<file path="src/rtl/fbg_pkg.sv">
// Shared types and constants for the fetch block grouper.
package fbg_pkg;

    localparam int ID_W = 6;
    localparam int OFS_W = 5;
    localparam int QUEUE_DEPTH = 2;
    localparam int QPTR_W = $clog2(QUEUE_DEPTH);
    localparam int QCNT_W = $clog2(QUEUE_DEPTH + 1);

    localparam logic [1:0] KIND_NONE   = 2'd0;
    localparam logic [1:0] KIND_BRANCH = 2'd1;
    localparam logic [1:0] KIND_JAL    = 2'd2;
    localparam logic [1:0] KIND_JALR   = 2'd3;

    localparam logic [1:0] OP_FULL = 2'b11;
    localparam logic [1:0] OP_C1   = 2'b01;
    localparam logic [1:0] OP_C2   = 2'b10;

    localparam logic [6:0] OPC_BRANCH = 7'b1100011;
    localparam logic [6:0] OPC_JAL    = 7'b1101111;
    localparam logic [6:0] OPC_JALR   = 7'b1100111;

    localparam logic [2:0] F3_CJ    = 3'b101;
    localparam logic [2:0] F3_CBEQZ = 3'b110;
    localparam logic [2:0] F3_CBNEZ = 3'b111;
    localparam logic [2:0] F3_CJR   = 3'b100;
    localparam logic [2:0] F3_JALR  = 3'b000;

    localparam logic [4:0] REG_RA = 5'd1;
    localparam logic [4:0] REG_T0 = 5'd5;

    typedef struct packed {
        logic [31:0] pc;
        logic        compressed;
        logic [1:0]  branch_kind;
        logic        call_flag;
        logic        return_flag;
        logic        predicted_taken;
        logic        next_compressed;
        logic        discontinuous;
    } t_pre;

endpackage

</file>
<file path="src/rtl/fbg_if.sv">
// Input and result channel interfaces of the fetch block grouper.
interface fbg_in_if;
    logic        valid;
    logic        ready;
    logic [31:0] instr_pc;
    logic [31:0] instr_word;
    logic [31:0] following_pc;
    logic [1:0]  following_low_bits;
    logic        discontinuous;

    modport source (
        output valid, instr_pc, instr_word, following_pc, following_low_bits, discontinuous,
        input  ready
    );
    modport sink (
        input  valid, instr_pc, instr_word, following_pc, following_low_bits, discontinuous,
        output ready
    );
endinterface

interface fbg_out_if;
    logic       valid;
    logic       ready;
    logic       compressed;
    logic [1:0] branch_kind;
    logic       call_flag;
    logic       return_flag;
    logic       predicted_taken;
    logic       last_in_block;
    logic [5:0] block_id;
    logic       block_wrap;
    logic [4:0] halfword_offset;
    logic       block_started;

    modport source (
        output valid, compressed, branch_kind, call_flag, return_flag, predicted_taken,
               last_in_block, block_id, block_wrap, halfword_offset, block_started,
        input  ready
    );
    modport sink (
        input  valid, compressed, branch_kind, call_flag, return_flag, predicted_taken,
               last_in_block, block_id, block_wrap, halfword_offset, block_started,
        output ready
    );
endinterface

</file>
<file path="src/rtl/fbg_front.sv">
// Front end: predecode of one instruction and redirect detection.
module fbg_front (
    input  logic          i_valid,
    input  logic [31:0]   i_instr_pc,
    input  logic [31:0]   i_instr_word,
    input  logic [31:0]   i_following_pc,
    input  logic [1:0]    i_following_low_bits,
    input  logic          i_discontinuous,
    input  logic          i_queue_full,
    output logic          o_ready,
    output logic          o_push,
    output fbg_pkg::t_pre o_pre
);

    logic [1:0]  w_op;
    logic [2:0]  w_c_f3;
    logic [4:0]  w_c_rs1;
    logic [6:0]  w_opc;
    logic [2:0]  w_f3;
    logic [4:0]  w_rd;
    logic [4:0]  w_rs1;
    logic        w_rvc;
    logic [1:0]  w_kind;
    logic [4:0]  w_link_rd;
    logic [4:0]  w_link_rs1;
    logic        w_call;
    logic [31:0] w_seq_pc;

    assign w_op    = i_instr_word[1:0];
    assign w_c_f3  = i_instr_word[15:13];
    assign w_c_rs1 = i_instr_word[11:7];
    assign w_opc   = i_instr_word[6:0];
    assign w_f3    = i_instr_word[14:12];
    assign w_rd    = i_instr_word[11:7];
    assign w_rs1   = i_instr_word[19:15];
    assign w_rvc   = (w_op != fbg_pkg::OP_FULL);

    always_comb begin
        w_kind     = fbg_pkg::KIND_NONE;
        w_link_rd  = 5'd0;
        w_link_rs1 = w_rs1;
        if (w_rvc) begin
            w_link_rs1 = w_c_rs1;
            if (w_op == fbg_pkg::OP_C1) begin
                if (w_c_f3 == fbg_pkg::F3_CJ) begin
                    w_kind = fbg_pkg::KIND_JAL;
                end else if (w_c_f3 == fbg_pkg::F3_CBEQZ || w_c_f3 == fbg_pkg::F3_CBNEZ) begin
                    w_kind = fbg_pkg::KIND_BRANCH;
                end
            end else if (w_op == fbg_pkg::OP_C2) begin
                if (w_c_f3 == fbg_pkg::F3_CJR && i_instr_word[6:2] == 5'd0
                        && w_c_rs1 != 5'd0) begin
                    w_kind    = fbg_pkg::KIND_JALR;
                    w_link_rd = i_instr_word[12] ? fbg_pkg::REG_RA : 5'd0;
                end
            end
        end else begin
            w_link_rd = w_rd;
            if (w_opc == fbg_pkg::OPC_BRANCH) begin
                w_kind = fbg_pkg::KIND_BRANCH;
            end else if (w_opc == fbg_pkg::OPC_JAL) begin
                w_kind = fbg_pkg::KIND_JAL;
            end else if (w_opc == fbg_pkg::OPC_JALR && w_f3 == fbg_pkg::F3_JALR) begin
                w_kind = fbg_pkg::KIND_JALR;
            end
        end
    end

    assign w_call = (((w_kind == fbg_pkg::KIND_JAL) && !w_rvc) || (w_kind == fbg_pkg::KIND_JALR))
                    && (w_link_rd == fbg_pkg::REG_RA || w_link_rd == fbg_pkg::REG_T0);

    assign w_seq_pc = i_instr_pc + (w_rvc ? 32'd2 : 32'd4);

    assign o_ready = !i_queue_full;
    assign o_push  = i_valid && !i_queue_full;

    always_comb begin
        o_pre.pc              = i_instr_pc;
        o_pre.compressed      = w_rvc;
        o_pre.branch_kind     = w_kind;
        o_pre.call_flag       = w_call;
        o_pre.return_flag     = (w_kind == fbg_pkg::KIND_JALR) && !w_call
                                && (w_link_rs1 == fbg_pkg::REG_RA
                                    || w_link_rs1 == fbg_pkg::REG_T0);
        o_pre.predicted_taken = (i_following_pc != w_seq_pc);
        o_pre.next_compressed = (i_following_low_bits != fbg_pkg::OP_FULL);
        o_pre.discontinuous   = i_discontinuous;
    end

endmodule

</file>
<file path="src/rtl/fbg_queue.sv">
// Short FIFO of predecoded instructions between front and back end.
module fbg_queue (
    input  logic          i_clk,
    input  logic          i_rst_n,
    input  logic          i_push,
    input  fbg_pkg::t_pre i_data,
    input  logic          i_pop,
    output logic          o_full,
    output logic          o_valid,
    output fbg_pkg::t_pre o_data
);

    fbg_pkg::t_pre                    r_mem [fbg_pkg::QUEUE_DEPTH];
    logic [fbg_pkg::QPTR_W-1:0]       r_wr_ptr;
    logic [fbg_pkg::QPTR_W-1:0]       r_rd_ptr;
    logic [fbg_pkg::QCNT_W-1:0]       r_count;
    logic [fbg_pkg::QCNT_W-1:0]       n_count;
    logic                             w_pop;

    assign o_full  = (r_count == fbg_pkg::QCNT_W'(fbg_pkg::QUEUE_DEPTH));
    assign o_valid = (r_count != '0);
    assign o_data  = r_mem[r_rd_ptr];
    assign w_pop   = i_pop && o_valid;

    always_comb begin
        n_count = r_count;
        if (i_push && !w_pop) begin
            n_count = r_count + 1'b1;
        end else if (!i_push && w_pop) begin
            n_count = r_count - 1'b1;
        end
    end

    always_ff @(posedge i_clk) begin
        if (i_push) begin
            r_mem[r_wr_ptr] <= i_data;
        end
    end

    always_ff @(posedge i_clk) begin
        if (!i_rst_n) begin
            r_wr_ptr <= '0;
            r_rd_ptr <= '0;
            r_count  <= '0;
        end else begin
            if (i_push) begin
                r_wr_ptr <= r_wr_ptr + 1'b1;
            end
            if (w_pop) begin
                r_rd_ptr <= r_rd_ptr + 1'b1;
            end
            r_count <= n_count;
        end
    end

endmodule

</file>
<file path="src/rtl/fbg_back.sv">
// Back end: fetch block grouping state and registered result stage.
module fbg_back #(
    parameter int BLOCK_BYTES      = 32,
    parameter int MAX_BLOCK_INSTRS = 16,
    parameter int ID_COUNT         = 64
) (
    input  logic          i_clk,
    input  logic          i_rst_n,
    input  logic          i_valid,
    input  fbg_pkg::t_pre i_pre,
    output logic          o_pop,
    fbg_out_if.source     o_out
);

    localparam int BW = $clog2(BLOCK_BYTES + 1);
    localparam int SW = BW + 2;
    localparam int IW = $clog2(MAX_BLOCK_INSTRS + 1);
    localparam logic [SW-1:0] LIMIT_BYTES = SW'(BLOCK_BYTES);
    localparam logic [IW-1:0] LIMIT_INSTRS = IW'(MAX_BLOCK_INSTRS);
    localparam logic [fbg_pkg::ID_W-1:0] LAST_ID = fbg_pkg::ID_W'(ID_COUNT - 1);

    logic                       r_have_block;
    logic                       r_force_new;
    logic [fbg_pkg::ID_W-1:0]   r_block_id;
    logic                       r_wrap;
    logic [BW-1:0]              r_bytes;
    logic [IW-1:0]              r_instrs;
    logic [31:0]                r_start_pc;

    logic [fbg_pkg::ID_W-1:0]   n_block_id;
    logic                       n_wrap;

    logic                       r_out_valid;
    logic                       r_compressed;
    logic [1:0]                 r_kind;
    logic                       r_call;
    logic                       r_ret;
    logic                       r_taken;
    logic                       r_last;
    logic [fbg_pkg::OFS_W-1:0]  r_offset;
    logic                       r_started;

    logic                       w_take;
    logic [SW-1:0]              w_size;
    logic [SW-1:0]              w_next_size;
    logic                       w_started;
    logic [SW-1:0]              w_bytes_base;
    logic [SW-1:0]              w_bytes_new;
    logic                       w_jump;
    logic                       w_last;
    logic [31:0]                w_delta;
    logic [fbg_pkg::OFS_W-1:0]  w_offset;

    assign o_pop  = !r_out_valid || o_out.ready;
    assign w_take = i_valid && o_pop;

    assign w_size      = i_pre.compressed ? SW'(2) : SW'(4);
    assign w_next_size = i_pre.next_compressed ? SW'(2) : SW'(4);

    assign w_started = !r_have_block || r_force_new || i_pre.discontinuous
                       || (SW'(r_bytes) + w_size > LIMIT_BYTES)
                       || (r_instrs >= LIMIT_INSTRS);

    assign w_bytes_base = w_started ? '0 : SW'(r_bytes);
    assign w_bytes_new  = w_bytes_base + w_size;
    assign w_jump       = (i_pre.branch_kind == fbg_pkg::KIND_JAL)
                          || (i_pre.branch_kind == fbg_pkg::KIND_JALR);
    assign w_last       = i_pre.predicted_taken || w_jump
                          || (w_bytes_new + w_next_size > LIMIT_BYTES);

    assign w_delta  = i_pre.pc - r_start_pc;
    assign w_offset = (w_started || (i_pre.pc < r_start_pc)) ? '0
                      : w_delta[fbg_pkg::OFS_W:1];

    always_comb begin
        n_block_id = r_block_id;
        n_wrap     = r_wrap;
        if (w_started && r_have_block) begin
            if (r_block_id >= LAST_ID) begin
                n_block_id = '0;
                n_wrap     = !r_wrap;
            end else begin
                n_block_id = r_block_id + 1'b1;
            end
        end
    end

    always_ff @(posedge i_clk) begin
        if (!i_rst_n) begin
            r_have_block <= 1'b0;
            r_force_new  <= 1'b0;
            r_block_id   <= '0;
            r_wrap       <= 1'b0;
            r_bytes      <= '0;
            r_instrs     <= '0;
            r_start_pc   <= '0;
            r_out_valid  <= 1'b0;
        end else begin
            if (w_take) begin
                r_have_block <= 1'b1;
                r_force_new  <= w_jump || i_pre.predicted_taken;
                r_block_id   <= n_block_id;
                r_wrap       <= n_wrap;
                r_bytes      <= w_bytes_new[BW-1:0];
                r_instrs     <= (w_started ? '0 : r_instrs) + 1'b1;
                if (w_started) begin
                    r_start_pc <= i_pre.pc;
                end
            end
            if (o_pop) begin
                r_out_valid <= i_valid;
            end
        end
    end

    always_ff @(posedge i_clk) begin
        if (w_take) begin
            r_compressed <= i_pre.compressed;
            r_kind       <= i_pre.branch_kind;
            r_call       <= i_pre.call_flag;
            r_ret        <= i_pre.return_flag;
            r_taken      <= i_pre.predicted_taken;
            r_last       <= w_last;
            r_offset     <= w_offset;
            r_started    <= w_started;
        end
    end

    logic [fbg_pkg::ID_W-1:0] r_out_id;
    logic                     r_out_wrap;

    always_ff @(posedge i_clk) begin
        if (w_take) begin
            r_out_id   <= n_block_id;
            r_out_wrap <= n_wrap;
        end
    end

    assign o_out.valid           = r_out_valid;
    assign o_out.compressed      = r_compressed;
    assign o_out.branch_kind     = r_kind;
    assign o_out.call_flag       = r_call;
    assign o_out.return_flag     = r_ret;
    assign o_out.predicted_taken = r_taken;
    assign o_out.last_in_block   = r_last;
    assign o_out.block_id        = r_out_id;
    assign o_out.block_wrap      = r_out_wrap;
    assign o_out.halfword_offset = r_offset;
    assign o_out.block_started   = r_started;

endmodule

</file>
<file path="src/rtl/fetch_block_grouper.sv">
// Fetch block grouper top level: predecode front, two-entry queue, grouping back end.
// An accepted transfer is written into the queue, then loads the result register when popped.
// Throughput: one instruction per cycle when not stalled; block state updates once per item.
// The front stalls only when the two-entry queue is full; the back only on result backpressure.
// Reset: synchronous, active low; clears block state, queue pointers and result valid.
module fetch_block_grouper #(
    parameter int BLOCK_BYTES      = 32,
    parameter int MAX_BLOCK_INSTRS = 16,
    parameter int ID_COUNT         = 64
) (
    input  logic        i_clk,
    input  logic        i_rst_n,
    fbg_in_if.sink      i_in,
    fbg_out_if.source   o_out
);

    fbg_pkg::t_pre w_front_pre;
    fbg_pkg::t_pre w_queue_pre;
    logic          w_push;
    logic          w_full;
    logic          w_queue_valid;
    logic          w_pop;

    fbg_front u_front (
        .i_valid              (i_in.valid),
        .i_instr_pc           (i_in.instr_pc),
        .i_instr_word         (i_in.instr_word),
        .i_following_pc       (i_in.following_pc),
        .i_following_low_bits (i_in.following_low_bits),
        .i_discontinuous      (i_in.discontinuous),
        .i_queue_full         (w_full),
        .o_ready              (i_in.ready),
        .o_push               (w_push),
        .o_pre                (w_front_pre)
    );

    fbg_queue u_queue (
        .i_clk   (i_clk),
        .i_rst_n (i_rst_n),
        .i_push  (w_push),
        .i_data  (w_front_pre),
        .i_pop   (w_pop),
        .o_full  (w_full),
        .o_valid (w_queue_valid),
        .o_data  (w_queue_pre)
    );

    fbg_back #(
        .BLOCK_BYTES      (BLOCK_BYTES),
        .MAX_BLOCK_INSTRS (MAX_BLOCK_INSTRS),
        .ID_COUNT         (ID_COUNT)
    ) u_back (
        .i_clk   (i_clk),
        .i_rst_n (i_rst_n),
        .i_valid (w_queue_valid),
        .i_pre   (w_queue_pre),
        .o_pop   (w_pop),
        .o_out   (o_out)
    );

endmodule
</file>
<file path="src/flat_wrapper.sv">
// flat-port wrapper written by rule: the top's interface ports become plain ports
module fetch_block_grouper_flat 
#(
    parameter int BLOCK_BYTES      = 32,
    parameter int MAX_BLOCK_INSTRS = 16,
    parameter int ID_COUNT         = 64
)
  (i_clk, i_rst_n, i_in_valid, i_in_instr_pc, i_in_instr_word, i_in_following_pc, i_in_following_low_bits, i_in_discontinuous, i_in_ready, o_out_valid, o_out_compressed, o_out_branch_kind, o_out_call_flag, o_out_return_flag, o_out_predicted_taken, o_out_last_in_block, o_out_block_id, o_out_block_wrap, o_out_halfword_offset, o_out_block_started, o_out_ready);
  fbg_in_if i_in_i ();
  fbg_out_if o_out_i ();
  input  logic i_clk;
  input  logic i_rst_n;
  input wire logic [$bits(i_in_i.valid)-1:0] i_in_valid;
  input wire logic [$bits(i_in_i.instr_pc)-1:0] i_in_instr_pc;
  input wire logic [$bits(i_in_i.instr_word)-1:0] i_in_instr_word;
  input wire logic [$bits(i_in_i.following_pc)-1:0] i_in_following_pc;
  input wire logic [$bits(i_in_i.following_low_bits)-1:0] i_in_following_low_bits;
  input wire logic [$bits(i_in_i.discontinuous)-1:0] i_in_discontinuous;
  output wire logic [$bits(i_in_i.ready)-1:0] i_in_ready;
  output wire logic [$bits(o_out_i.valid)-1:0] o_out_valid;
  output wire logic [$bits(o_out_i.compressed)-1:0] o_out_compressed;
  output wire logic [$bits(o_out_i.branch_kind)-1:0] o_out_branch_kind;
  output wire logic [$bits(o_out_i.call_flag)-1:0] o_out_call_flag;
  output wire logic [$bits(o_out_i.return_flag)-1:0] o_out_return_flag;
  output wire logic [$bits(o_out_i.predicted_taken)-1:0] o_out_predicted_taken;
  output wire logic [$bits(o_out_i.last_in_block)-1:0] o_out_last_in_block;
  output wire logic [$bits(o_out_i.block_id)-1:0] o_out_block_id;
  output wire logic [$bits(o_out_i.block_wrap)-1:0] o_out_block_wrap;
  output wire logic [$bits(o_out_i.halfword_offset)-1:0] o_out_halfword_offset;
  output wire logic [$bits(o_out_i.block_started)-1:0] o_out_block_started;
  input wire logic [$bits(o_out_i.ready)-1:0] o_out_ready;
  assign i_in_i.valid = i_in_valid;
  assign i_in_i.instr_pc = i_in_instr_pc;
  assign i_in_i.instr_word = i_in_instr_word;
  assign i_in_i.following_pc = i_in_following_pc;
  assign i_in_i.following_low_bits = i_in_following_low_bits;
  assign i_in_i.discontinuous = i_in_discontinuous;
  assign i_in_ready = i_in_i.ready;
  assign o_out_valid = o_out_i.valid;
  assign o_out_compressed = o_out_i.compressed;
  assign o_out_branch_kind = o_out_i.branch_kind;
  assign o_out_call_flag = o_out_i.call_flag;
  assign o_out_return_flag = o_out_i.return_flag;
  assign o_out_predicted_taken = o_out_i.predicted_taken;
  assign o_out_last_in_block = o_out_i.last_in_block;
  assign o_out_block_id = o_out_i.block_id;
  assign o_out_block_wrap = o_out_i.block_wrap;
  assign o_out_halfword_offset = o_out_i.halfword_offset;
  assign o_out_block_started = o_out_i.block_started;
  assign o_out_i.ready = o_out_ready;
  fetch_block_grouper #(.BLOCK_BYTES(BLOCK_BYTES), .MAX_BLOCK_INSTRS(MAX_BLOCK_INSTRS), .ID_COUNT(ID_COUNT)) u_core (.i_clk(i_clk), .i_rst_n(i_rst_n), .i_in(i_in_i), .o_out(o_out_i));
endmodule
</file>
<file path="config.mk">
export PLATFORM = sky130hd
export DESIGN_NAME = fetch_block_grouper_flat
export DESIGN_NICKNAME = d
export VERILOG_FILES = /design/src/rtl/fbg_pkg.sv /design/src/rtl/fbg_if.sv /design/src/rtl/fbg_front.sv /design/src/rtl/fbg_queue.sv /design/src/rtl/fbg_back.sv /design/src/rtl/fetch_block_grouper.sv /design/src/flat_wrapper.sv
export SDC_FILE = /design/constraint.sdc
export NUM_CORES = 1
export LEC_CHECK = 0
export BUFFER_PORTS_ARGS = -buffer_cell sky130_fd_sc_hd__buf_2
export CAP_MARGIN = 0
export CORE_MARGIN = 5
export CORE_UTILIZATION = 50
export CTS_CLUSTER_SIZE = 16
export DETAILED_ROUTE_END_ITERATION = 16
export HOLD_SLACK_MARGIN = 0.03
export PLACE_DENSITY = 0.71
export RECOVER_POWER = 50
export SLEW_MARGIN = 0
export SYNTH_ARGS = -nofsm -noshare
export SYNTH_HDL_FRONTEND = slang
export SYNTH_SLANG_ARGS = --single-unit
</file>
<file path="constraint.sdc">
create_clock -name i_clk -period 7.5 [get_ports i_clk]
set_clock_uncertainty 0.15 [all_clocks]
set_input_delay 0.375 -clock i_clk [delete_from_list [all_inputs] [get_ports i_clk]]
set_output_delay 0.375 -clock i_clk [all_outputs]
set_load 0.01 [all_outputs]
</file>
==> flow_summary_export.csv <==
group,metric,value,unit
status,status,"complete, but fails checks",
status,violations,"max-capacitance violations, max-slew violations",
clock_network,htree_levels,4,
yosys,yosysWarnings,0,
clock_network,clockBufferDepth,2,
floorplanning,core,16700,µm²
worst_setup_path,critPathMaxFanout,39,
finish,layout_common_cells,"edfxtp_1, clkbuf_1, dfxtp_1",
floorplanning,dieHeight,141,µm
yosys,synth_edf_count,100,
finish,final_area,9840,µm²
worst_setup_path,r2r-end,"u_core.u_back.o_out.last_in_block",
floorplanning,rows,47,
worst_setup_path,required,7.50,ns
flow_run,drv_cap,3,
yosys,syn_avg_cell_area,11.0,µm²
clock_network,cts_tree,"yes",
detailed_routing,wl_per_cell,16.1,µm
yosys,ys_seq_elements,158,
finish,fill_cells,1436,
placed_design,place.gp.congestion,0.898,
sta,worst_pin_slew,2.70,ns
yosys,syn-num-nets,927,
sta,fmax,160,MHz
worst_setup_path,reg2reg_depth,14,
sta,slew_violations,143,
floorplanning,fp.dieW,141,µm
detailed_routing,via_count,6359,
global_route,grt_pass1_vias,6029,
sta,setup_ws,1.25,ns
global_route,grt_pass1_wl,29.6,mm
floorplanning,initial_utilization,0.512,
worst_setup_path,criticalPathCategory,"flop to flop",
yosys,postSynthCellCount,777,
worst_setup_path,rrSetupSlack,1.25,ns
finish,area_growth,15.2,%
yosys,ys_types,71,
detailed_routing,vias_per_cell,5.71,
sta,tns,0,ns
worst_setup_path,critPathCaptureType,"flop",
finish,mostFrequentLayoutCell,"edfxtp_1",
detailed_routing,ant_nets,0,
global_route,grt_usage,0.184,
sta,finalCriticalPeriod,6.25,ns
sta,hold_viol_final,0,
finish,drive_above_1_share,0.152,
placed_design,dp.final_hpwl,12.2,mm
clock_network,cts_setup_buffers,0,
clock_network,clock_latency,0.41,ns
pwr,pwr_density_cell,342,nW/µm²
pwr,vdd_drop_max,0.171,mV
worst_setup_path,crit_arrival,6.24,ns
worst_hold_path,hp-class,"input pin to flop",
pwr,finalPower,3.36,mW
floorplanning,die-area,19800,µm²
finish,fin_nets,1030,
placed_design,numPortBuffers,111,
pwr,p_leak,3.68,nW
detailed_routing,drc,0,
finish,antenna_cells,0,
worst_hold_path,hold_path_depth,2,
yosys,ys.flop_type,"edfxtp_1",
detailed_routing,drt_iter0_markers,396,
detailed_routing,drt_wl_total,17.9,mm
sta,slew_headroom,-0.798,
worst_setup_path,crit_path_end,"u_core.u_back.o_out.last_in_block",
yosys,synthArstFlopShare,0,
yosys,synth-seq-area-share,0.487,
sta,grt_setup_unrepaired,"false",
clock_network,cts.sinks,158,
clock_network,path_clk_slew,0.06,ns
sta,hold_ws,0.136,ns
clock_network,cts_root_buffer,"clkbuf_16",
placed_design,placement.cell_area,9250,µm²
sta,fin_crit_sh,0.833,
floorplanning,ios,125,
global_route,grt_max_degree,73,
detailed_routing,drtPass1Iterations,5,
placed_design,post-place-ws,1.68,ns
global_route,overflow,0,
yosys,syn_area,8550,µm²
sta,setup_viol,0,
worst_setup_path,start_kind,"flop",
clock_network,cts_buffers,17,
global_route,antenna_found_initial,0,
how the worst min path moves through the flow:
stage,start,end,slack (ns)
after floorplan,u_core.u_back.r_bytes[0],u_core.u_back.r_bytes[0],0.29
after global placement,u_core.u_back.r_instrs[1],u_core.u_back.r_instrs[1],0.32
after detailed placement,u_core.u_back.r_bytes[0],u_core.u_back.r_bytes[0],0.32
after CTS,i_in_instr_pc[1],u_core.u_queue.r_mem[0][9],0.04
after global routing,i_in_following_low_bits[1],u_core.u_queue.r_mem[1][1],0.12
final,i_in_following_low_bits[1],u_core.u_queue.r_mem[1][1],0.14
power breakdown:
group / switching, mW / internal (mW) / total, mW
clock network: 0.320 / 0.601 / 0.921
registers: 0.0683 / 1.17 / 1.23
logic: 0.707 / 0.499 / 1.21
total: 1.09 / 2.27 / 3.36
cell families (layout without fill, tap and decap cells):
group,Yosys count,count (layout),share of synthesized area
DFF,158,158,0.487
xor gates and xnor gates,48,48,0.0492
adders and majority gates,47,47,0.0732
muxes,52,52,0.0679
buffers and inverters,82,198,0.0414
and+or+nand+nor,224,224,0.141
AOI/OAI and AO/OA,166,166,0.140
stage by stage:
| step | instances | util |
|---|---|---|
| after detailed placement | 1077 | 0.554 |
| after floorplan | 777 | - |
| after CTS | 1113 | 0.594 |
| final | 1113 | 0.589 |
| after global placement | 1077 | 0.554 |
| after global routing | 1113 | 0.589 |
routing by layer:
metal  wire [µm]  vias to the layer above  track usage
li1            -                     3111            -
met1        8460                     3042        0.254
met2        8310                      180        0.292
met3         843                       26       0.0345
met4         319                        0       0.0637
met5           0                        -            0
cell usage after synthesis (3+ instances only):
cell	n	area (µm²)
xnor2_1	35	307
ha_1	42	526
buf_1	5	18.8
nand3b_1	3	22.5
o211a_1	4	40.0
nor3b_1	3	22.5
nand3_1	23	115
o21bai_1	3	22.5
a21boi_0	6	45.0
nor3_1	22	110
nand4b_1	3	26.3
clkbuf_1	21	78.8
a21oi_1	22	110
and3_1	8	50.1
o21ai_0	49	245
mux2i_1	13	130
mux2_2	38	428
buf_6	3	33.8
a21o_1	11	82.6
buf_2	4	20.0
fa_1	5	100
nor2b_1	12	75.1
nor4b_1	3	26.3
a31oi_1	6	37.5
o21a_1	7	52.6
or3_1	4	25.0
o311a_1	30	300
inv_1	45	169
nand2_1	47	176
xor2_1	13	114
and2_1	17	106
dfxtp_1	58	1160
nand4_1	22	138
or2_2	4	25.0
nor2_1	33	124
edfxtp_1	100	3000
nor4_1	9	56.3
layout make-up:
type / count / area (µm²) / area share
inverters: 46 / 173 / 0.0175
repair buffers: 120 / 553 / 0.0562
well taps: 220 / 275 / 0.0280
clock inverters: 6 / 130 / 0.0132
flip-flops and latches: 158 / 4160 / 0.423
multi-input cells: 537 / 4040 / 0.410
clock buffers: 26 / 509 / 0.0517
worst max-delay path: stages, from the launching register on:
cell and delay [ns]:
dfxtp_1 0.34, clkbuf_1 1.76, mux2i_1 0.32, and3_1 0.28, and3_2 0.57, buf_4 0.44
and2_1 0.18, ha_1 0.19, fa_1 0.48, fa_1 0.47, nor3_1 0.24, nor2b_1 0.17
nor4_1 0.06, a41oi_1 0.20, o211ai_1 0.10
registers in the layout (all words and copies together) (netlist names), 2 cells and up, named ones only:
register                             cells
u_core.u_back.r_start_pc                32
u_core.u_back.r_bytes                    6
u_core.u_back.o_out.halfword_offset      5
u_core.u_queue.r_mem                    80
u_core.u_back.o_out.block_id             6
u_core.u_back.r_instrs                   5
u_core.u_back.o_out.branch_kind          2
u_core.u_queue.r_count                   2
u_core.u_back.r_block_id                 6
what timing repair did:
action / 4_1_cts / 5_1_grt
hold endpoints to repair: 8 / 0
hold buffers: 4 / 0
resized for setup: 0 / 0
No activity file was read; power rests on OpenSTA's default activity.
